$ cat src/rtl/core/tick_stamp_wakeup_timer_top_assert.svh
// ----------------------------------------------------------------------------
// Tick stamp wakeup timer assertion macros
// Shared concurrent assertion forms, clocked on clk, disabled in rst.
// ----------------------------------------------------------------------------
`ifndef TICK_STAMP_WAKEUP_TIMER_TOP_ASSERT_SVH
`define TICK_STAMP_WAKEUP_TIMER_TOP_ASSERT_SVH

// same-cycle implication
`define TSWT_ASSERT_NOW(lbl, ante, cons, msg) \
  lbl: assert property (@(posedge clk) disable iff (rst) (ante) |-> (cons)) \
    else $error(msg);

// next-cycle implication
`define TSWT_ASSERT_NXT(lbl, ante, cons, msg) \
  lbl: assert property (@(posedge clk) disable iff (rst) (ante) |=> (cons)) \
    else $error(msg);

`endif

$ cat src/rtl/core/tswt_pkg.sv
// ----------------------------------------------------------------------------
// Tick stamp wakeup timer package
// Operation codes, field widths and controller/datapath interface types.
// ----------------------------------------------------------------------------
package tswt_pkg;

  localparam int OP_W    = 2;
  localparam int SLOT_W  = 3;
  localparam int STAMP_W = 64;
  localparam int LEAP_W  = 32;
  localparam int MASK_W  = 8;

  localparam logic [OP_W-1:0] OP_TICK   = 2'd0;
  localparam logic [OP_W-1:0] OP_AFTER  = 2'd1;
  localparam logic [OP_W-1:0] OP_BEFORE = 2'd2;
  localparam logic [OP_W-1:0] OP_NONE   = 2'd3;

  typedef struct packed {
    logic capture;
    logic calc;
    logic apply;
    logic load_out;
  } cmd_t;

  typedef struct packed {
    logic skip;
  } stat_t;

endpackage

$ cat src/rtl/core/tswt_ctrl.sv
// ----------------------------------------------------------------------------
// Tick stamp wakeup timer controller
// Sequences capture, update, slot apply and result load for one item.
// ----------------------------------------------------------------------------
`include "tick_stamp_wakeup_timer_top_assert.svh"

module tswt_ctrl import tswt_pkg::*; (
  input  logic  clk,
  input  logic  rst,
  input  logic  in_valid,
  output logic  in_ready,
  output logic  out_valid,
  input  logic  out_ready,
  input  stat_t stat,
  output cmd_t  cmd
);

  localparam logic [1:0] S_IDLE  = 2'd0;
  localparam logic [1:0] S_CALC  = 2'd1;
  localparam logic [1:0] S_APPLY = 2'd2;
  localparam logic [1:0] S_DONE  = 2'd3;

  logic [1:0] state, state_next;
  logic       out_valid_next;

  assign in_ready     = (state == S_IDLE);
  assign cmd.capture  = in_valid && in_ready;
  assign cmd.calc     = (state == S_CALC) && !stat.skip;
  assign cmd.apply    = (state == S_APPLY);
  assign cmd.load_out = (state == S_DONE) && (!out_valid || out_ready);

  always_comb begin
    state_next = state;
    case (state)
      S_IDLE:  if (in_valid) state_next = S_CALC;
      S_CALC:  state_next = stat.skip ? S_DONE : S_APPLY;
      S_APPLY: state_next = S_DONE;
      S_DONE:  if (cmd.load_out) state_next = S_IDLE;
      default: state_next = S_IDLE;
    endcase
  end

  always_comb begin
    if (cmd.load_out) out_valid_next = 1'b1;
    else if (out_ready) out_valid_next = 1'b0;
    else out_valid_next = out_valid;
  end

  always_ff @(posedge clk) begin
    if (rst) begin
      state     <= S_IDLE;
      out_valid <= 1'b0;
    end else begin
      state     <= state_next;
      out_valid <= out_valid_next;
    end
  end

  `TSWT_ASSERT_NXT(a_accept_calc, in_valid && in_ready, state == S_CALC, "accept did not start item")
  `TSWT_ASSERT_NOW(a_load_free, cmd.load_out, !out_valid || out_ready, "result overwritten")
  `TSWT_ASSERT_NXT(a_apply_done, state == S_APPLY, state == S_DONE, "apply not followed by done")
  `TSWT_ASSERT_NXT(a_done_load, cmd.load_out, out_valid && state == S_IDLE, "result load lost")

endmodule

$ cat src/rtl/core/tswt_dp.sv
// ----------------------------------------------------------------------------
// Tick stamp wakeup timer datapath
// Counter, leap register, recorded time, slot stamps and result registers.
// ----------------------------------------------------------------------------
module tswt_dp import tswt_pkg::*; #(
  parameter int SLOTS = 8
) (
  input  logic               clk,
  input  logic               rst,
  input  cmd_t               cmd,
  output stat_t              stat,
  input  logic               cfg_wr,
  input  logic [LEAP_W-1:0]  cfg_data,
  input  logic [OP_W-1:0]    operation,
  input  logic [SLOT_W-1:0]  slot,
  input  logic [STAMP_W-1:0] stamp,
  input  logic [STAMP_W-1:0] sys_time,
  output logic [STAMP_W-1:0] tick_count,
  output logic [STAMP_W-1:0] last_time,
  output logic [MASK_W-1:0]  fired_mask,
  output logic               rejected
);

  logic [LEAP_W-1:0]  leap;
  logic [STAMP_W-1:0] counter, counter_next;
  logic [STAMP_W-1:0] stored_time;
  logic [STAMP_W-1:0] slot_stamp [SLOTS];
  logic [OP_W-1:0]    op_q;
  logic [SLOT_W-1:0]  slot_q;
  logic [STAMP_W-1:0] stamp_q;
  logic [STAMP_W-1:0] time_q;
  logic [STAMP_W-1:0] operand;
  logic [MASK_W-1:0]  fired_q;

  logic [STAMP_W:0]         sum;
  logic [STAMP_W-1:0]       leap_ext;
  logic [STAMP_W-1:0]       opnd;
  logic [SLOTS-1:0]         le;
  logic [SLOTS-1:0]         fired_all;
  logic [SLOTS+MASK_W-1:0]  fired_ext;
  logic                     is_tick;
  logic                     stamp_zero;

  assign leap_ext     = {{(STAMP_W-LEAP_W){1'b0}}, leap};
  assign sum          = {1'b0, counter} + {1'b0, leap_ext};
  assign counter_next = sum[STAMP_W] ? '1 : sum[STAMP_W-1:0];
  assign is_tick      = (op_q == OP_TICK);
  assign stamp_zero   = (stamp_q == '0);
  assign opnd         = is_tick ? counter : operand;

  assign stat.skip = (is_tick && leap == '0) || (op_q == OP_BEFORE && stamp_zero) ||
                     (op_q == OP_NONE);

  always_comb begin
    for (int i = 0; i < SLOTS; i++) begin
      le[i]        = (slot_stamp[i] <= opnd);
      fired_all[i] = is_tick && (slot_stamp[i] != '0) && le[i];
    end
  end

  assign fired_ext = {{MASK_W{1'b0}}, fired_all};

  always_ff @(posedge clk) begin
    if (rst) begin
      leap        <= LEAP_W'(1);
      counter     <= STAMP_W'(1);
      stored_time <= '0;
      for (int i = 0; i < SLOTS; i++) slot_stamp[i] <= '0;
    end else begin
      if (cfg_wr) leap <= cfg_data;
      if (cmd.calc && is_tick) begin
        counter     <= counter_next;
        stored_time <= time_q;
      end
      if (cmd.apply) begin
        for (int i = 0; i < SLOTS; i++) begin
          if (is_tick) begin
            if (fired_all[i]) slot_stamp[i] <= '0;
          end else if ({{(32-SLOT_W){1'b0}}, slot_q} == 32'(i)) begin
            if (operand == '0) slot_stamp[i] <= '0;
            else if (slot_stamp[i] == '0 || !le[i]) slot_stamp[i] <= operand;
          end
        end
      end
    end
  end

  always_ff @(posedge clk) begin
    if (cmd.capture) begin
      op_q    <= operation;
      slot_q  <= slot;
      stamp_q <= stamp;
      time_q  <= sys_time;
      fired_q <= '0;
    end
    if (cmd.calc) begin
      if (op_q == OP_BEFORE && stamp_q > leap_ext) operand <= stamp_q - leap_ext;
      else operand <= stamp_q;
    end
    if (cmd.apply) fired_q <= fired_ext[MASK_W-1:0];
    if (cmd.load_out) begin
      tick_count <= counter;
      last_time  <= stored_time;
      fired_mask <= fired_q;
      rejected   <= (op_q == OP_BEFORE) && stamp_zero;
    end
  end

endmodule

$ cat src/rtl/core/tick_stamp_wakeup_timer_top.sv
// ----------------------------------------------------------------------------
// Tick stamp wakeup timer
// 64-bit saturating tick counter with compare slots that fire on ticks.
//
//   channel  handshake              payload
//   in       in_valid / in_ready    operation, slot, stamp, sys_time
//   out      out_valid / out_ready  tick_count, last_time, fired_mask, rejected
//   cfg      cfg_valid / cfg_ready  cfg_data (leap)
//
// An item steps through accept, counter or stamp update, slot compare/write
// and result load, set by the controller FSM; a rejected, ignored or
// zero-leap tick item skips the update and the slot compare/write.
// The result register lets a new item be accepted while the last one waits.
// Reset is synchronous; all slots come out disarmed, no clearing pass.
// A stalled output holds the FSM in its load state until the transfer.
// ----------------------------------------------------------------------------
module tick_stamp_wakeup_timer_top import tswt_pkg::*; #(
  parameter int SLOTS = 8
) (
  input  logic               clk,
  input  logic               rst,
  input  logic               in_valid,
  output logic               in_ready,
  input  logic [OP_W-1:0]    operation,
  input  logic [SLOT_W-1:0]  slot,
  input  logic [STAMP_W-1:0] stamp,
  input  logic [STAMP_W-1:0] sys_time,
  output logic               out_valid,
  input  logic               out_ready,
  output logic [STAMP_W-1:0] tick_count,
  output logic [STAMP_W-1:0] last_time,
  output logic [MASK_W-1:0]  fired_mask,
  output logic               rejected,
  input  logic               cfg_valid,
  output logic               cfg_ready,
  input  logic [LEAP_W-1:0]  cfg_data
);

  cmd_t  cmd;
  stat_t stat;

  assign cfg_ready = 1'b1;

  tswt_ctrl u_ctrl (
    .clk       (clk),
    .rst       (rst),
    .in_valid  (in_valid),
    .in_ready  (in_ready),
    .out_valid (out_valid),
    .out_ready (out_ready),
    .stat      (stat),
    .cmd       (cmd)
  );

  tswt_dp #(.SLOTS(SLOTS)) u_dp (
    .clk         (clk),
    .rst         (rst),
    .cmd         (cmd),
    .stat        (stat),
    .cfg_wr      (cfg_valid && cfg_ready),
    .cfg_data    (cfg_data),
    .operation   (operation),
    .slot        (slot),
    .stamp       (stamp),
    .sys_time    (sys_time),
    .tick_count  (tick_count),
    .last_time   (last_time),
    .fired_mask  (fired_mask),
    .rejected    (rejected)
  );

endmodule

$ cat config.mk
export PLATFORM = sky130hd
export DESIGN_NAME = tick_stamp_wakeup_timer_top
export DESIGN_NICKNAME = d
export VERILOG_FILES = /design/src/rtl/core/tswt_pkg.sv /design/src/rtl/core/tswt_ctrl.sv /design/src/rtl/core/tswt_dp.sv /design/src/rtl/core/tick_stamp_wakeup_timer_top.sv
export VERILOG_INCLUDE_DIRS = /design/src /design/src/rtl/core
export SDC_FILE = /design/constraint.sdc
export NUM_CORES = 2
export LEC_CHECK = 0
export ABC_AREA = 1
export BUFFER_PORTS_ARGS = -buffer_cell sky130_fd_sc_hd__buf_2
export CAP_MARGIN = 20
export CELL_PAD_IN_SITES_DETAIL_PLACEMENT = 2
export CELL_PAD_IN_SITES_GLOBAL_PLACEMENT = 2
export CORE_UTILIZATION = 40
export DETAILED_ROUTE_END_ITERATION = 10
export PLACE_DENSITY = 0.85
export SLEW_MARGIN = 20
export SYNTH_ARGS = -nofsm -noshare
export SYNTH_HDL_FRONTEND = slang
export SYNTH_SLANG_ARGS = --single-unit
$ cat constraint.sdc
create_clock -name clk -period 9.5 [get_ports clk]
set_clock_uncertainty 0.15 [all_clocks]
set_input_delay 0 -clock clk [delete_from_list [all_inputs] [get_ports clk]]
set_output_delay 0 -clock clk [all_outputs]
set_load 0.1 [all_outputs]
==> metrics.md <==
| Metric | Value |
|---|---|
| Fmax | `146 MHz` |
| Dpl hpwl | `182,000 um` |
| Post-CTS Setup Inserts | `0` |
| Status | `finished, violations left` |
| Hold crit path type | `in -> reg` |
| Sw Pwr | `approximately 8 mW` |
| Largest family of logic cells by synthesized area | `simple AND/OR/NAND/NOR gates` |
| Synth Area in Compound Gates | `8.59%` |
| Mapped Cells | `5,783` |
| Mapped Area | `55,300 sq um` |
| Setup crit start | `u_dp.leap[0]` |
| Origin of the critical flop-to-flop path | `u_dp.leap[0]` |
| DRC viols | `0` |
| Cell taking the most area after synthesis | `edfxtp_1` |
| TNS Setup | `0 ps` |
| Nets | `7,284` |
| Most instantiated cells after synthesis | `nand2_1, nor2_1, edfxtp_1, ha_1, inv_1` |
| Main synth FF type | `edfxtp_1` |
| Htree depth | `3` |
| Crit path launch type | `flip-flop` |
| CP dominant cell by count | `nand2_1` |
| CP Max Fanout | `11` |
| CTS buffer count | `~120` |
| Pint | `9.96 mW` |
| Syn nets | `between 6,000 and 7,000` |
| Mux cell area share after synthesis | `0%` |
| Area delta synth->final | `21.2%` |
| Synth top area cells | `edfxtp_1, ha_1, nand2_1` |
| Max Root-Sink Buffers | `3` |
| RePlAce Congestion | `0.975` |
| Die area | `140,000 sq um` |
| CORE AREA | `137,000 sq um` |
| GRT overflow | `0` |
| Root Buffer | `clkbuf_16` |
| Die Wd | `between 300 and 400 um` |
| Sw Ratio | `between 40% and 50%` |
| Vias in the first global route | `59,100` |
| Crit path kind | `reg -> reg` |
| RSZ-0062 raised after global routing | `false` |
| Flops & latches, synth | `a little over 1,000` |
| Initial Utilization | `40.3%` |
| Final Hold Vio Count | `0` |
| Largest net degree at the start of global routing | `between 100 and 150` |
| Sequential area share after synthesis | `52.3%` |
| Crit share post-route | `72.0%` |
| CTS sink cnt | `1,017` |
| Worst hold path stage count | `3` |
| Synth Area in XOR/XNOR | `1.24%` |
| Final Max Slew Viols | `15` |
| Comb pwr share | `36.3%` |
| CP required | `9970 ps` |
| Synth async-reset ratio | `0%` |
| Wire per inst | `around 38 um` |
| Post-synthesis adder-cell area fraction | `13.0%` |
| Highest cell delay on the worst timing path | `1080 ps` |
| Arrival time worst endpoint | `7320 ps` |
| Yosys warnings | `0` |
| CP max stage cell | `nand4_1` |
| Synth top area share | `a little under half` |
| Vias/cell | `6.59` |
| TritonCTS clock tree | `built` |
| PD cells | `around 270 nW/um^2` |
| Die Y-Extent | `374 um` |
| FILL cells | `14,200` |
| CP endpoint kind | `flip-flop` |
| Failing checks | `max-capacitance violations, max-slew violations` |
| Worst vdd ir | `approximately 0.32 mV` |
| Worst-path clk slew | `80 ps` |
| Routed Wire Length | `323,000 um` |
| Fraction of layout cells with a size suffix above 1 | `9.60%` |
| Fin util | `48.8%` |
| Lkg Pwr | `28.1 nW` |
| Antenna violations before repair | `47` |
| Slew margin rel. | `-38.8%` |
| R2R Setup Slk | `2660 ps` |
| Clock power frac | `28.6%` |
| Crit path capture | `u_dp.counter[57]` |
| Skew-Pair Late Insertion Delay | `900 ps` |
| Global-route wire length before repair | `approximately 420,000 um` |
| Total number of vias | `approximately 56,000` |
| CP cell instances | `ha_1 > inv_1 > fa_1 > nand3b_1 > nand2_1 > nand2_1 > a21oi_1 > nand3_1 > nand2_1 > nand2_1 > nand2_1 > nand4_1 > nand3_1 > nand2_1 > a21oi_1` |
| EDFF count, synth | `854` |
| Antenna-violating nets left | `0` |
| Worst reg2reg path endpoint | `u_dp.counter[57]` |
| Maximum Capacitance Violations | `4` |
| # IOs | `slightly above 300` |
| Syn Area/Cell | `9.56 sq um` |
| # setup viols final | `0` |
| Reg power frac | `about a third` |
| Port Buf Inserts | `308` |
| Rows | `136` |
| Gr usage total | `41.8%` |
| Post-layout minimum cycle time | `just under 7000 ps` |
| Count leader, synth | `nand2_1` |
| Synth Area in Simple Gates | `19.7%` |
| Drt first pass iters | `6` |
| Initial DRC count | `6,286` |
| R2R depth | `15` |
| Slew @ Worst Pin | `2080 ps` |
| Yosys cell types | `49` |
[worst min-delay path by stage]
stage | start | slack (ps) | end
finish | rst | 150 | u_dp.counter[61]
CTS | in_valid | 30 | u_ctrl.state[1]
detailed placement | stamp[0] | 30 | u_dp.stamp_q[0]
global route | rst | 140 | u_dp.stored_time[2]
floorplan | operation[0] | -50 | u_dp.op_q[0]
global placement | stamp[17] | 30 | u_dp.stamp_q[17]
[stage by stage]
step                worst slack, ps  total power, mW  cells  hold WS (ps)  cell area (sq um)
finish                         2660             17.9   8461           154              67000
global route                   2980             18.2   8443           135              67000
CTS                            3570             16.8   8432          31.7              66800
detailed placement             3720             11.8   7842          28.3              59100
global placement               3480             11.3   7839          26.2              59100
floorplan                      1230             9.39   5783         -51.1              55300
[worst max-delay path: cells and delay by family, from the launching register on]
family	cells	cell delay, ps
DFF	1	500
and+or+nand+nor	10	3320
AOI/OAI and AO/OA	2	1330
buffers and inverters	1	160
adders and majority gates	2	1150
[metal layers]
metal	up-vias	track usage (%)	part of all wire, %
met4	38	32.2	10
li1	21800	-	-
met3	1859	9.37	11
met1	27900	47.2	34
met5	-	0	0.098
met2	4085	68.8	45
[power by group through the flow]
stage	clock network, mW	logic (mW)	registers, mW
global route	5.21	6.71	6.29
global placement	0	5.16	6.14
finish	5.13	6.52	6.30
floorplan	0	2.87	6.51
detailed placement	0	5.57	6.20
CTS	4.80	5.84	6.13
[registers in the layout, indices dropped and copies added (netlist names)]
signal	cells
u_ctrl.state	2
u_dp.time_q	64
u_dp.fired_q	8
u_dp.leap	32
u_dp.operand	64
u_dp.fired_mask	8
u_dp.stamp_q	64
u_dp.last_time	64
u_dp.stored_time	64
u_dp.counter	64
u_ctrl.out_valid	1
u_dp.rejected	1
u_dp.slot_stamp	512
u_dp.slot_q	3
u_dp.op_q	2
u_dp.tick_count	64
[layout by cell type (no fill, tap or decap), types with 6 or more instances in the layout]
master            n
o21ai_0         250
nor4_1          163
nand3_1         193
diode_2          24
nand2_2          15
edfxtp_1        854
a21o_1           12
clkinv_1         61
buf_2           308
clkbuf_16       116
nand2_1        1037
a21oi_1         439
nand3_4           8
a211oi_1         15
dfxtp_1         163
clkinv_16         7
o21ai_1          44
clkinv_2         30
nor3_1           70
nand4_1         142
xor2_1           35
a31oi_1          20
inv_1           504
clkbuf_1         15
o21bai_1         15
clkinvlp_4        9
xnor2_1          43
o221ai_1         24
and3_1            7
o211ai_1         17
nor2_1          880
bufinv_16        14
o21a_1           23
buf_12            6
nand3b_1         14
buf_4            89
ha_1            572
dlygate4sd3_1   369
[final cells by class]
class                           instances  area (sq um)  area share, %
Sequential cell                      1017         28900           43.1
Multi-Input combinational cell       4080         23700           35.3
Timing Repair Buffer                  773          6050           9.03
Clock buffer                          136          3030           4.52
Tap cell                             1794          2240           3.35
Inverter                              552          2080           3.10
Clock inverter                         85           967           1.44
Antenna cell                           24          60.1         0.0896
[repair_timing]
action | 4_1_cts | 5_1_grt
hold endpoints to repair | 228 | 0
hold buffers | 369 | 0
endpoints found under the setup margin | 0 | 0
gates resized for setup | 0 | 0
[logic make-up (layout without fill, tap and decap cells)]
family | count (synthesis) | after routing
AOI/OAI and AO/OA | 874 | 874
adders and majority gates | 574 | 574
other | 1 | 25
buffers and inverters | 686 | 1546
DFF | 1017 | 1017
xor gates and xnor gates | 78 | 78
and+or+nand+nor | 2553 | 2553
Power figures use the tool's default switching activity.
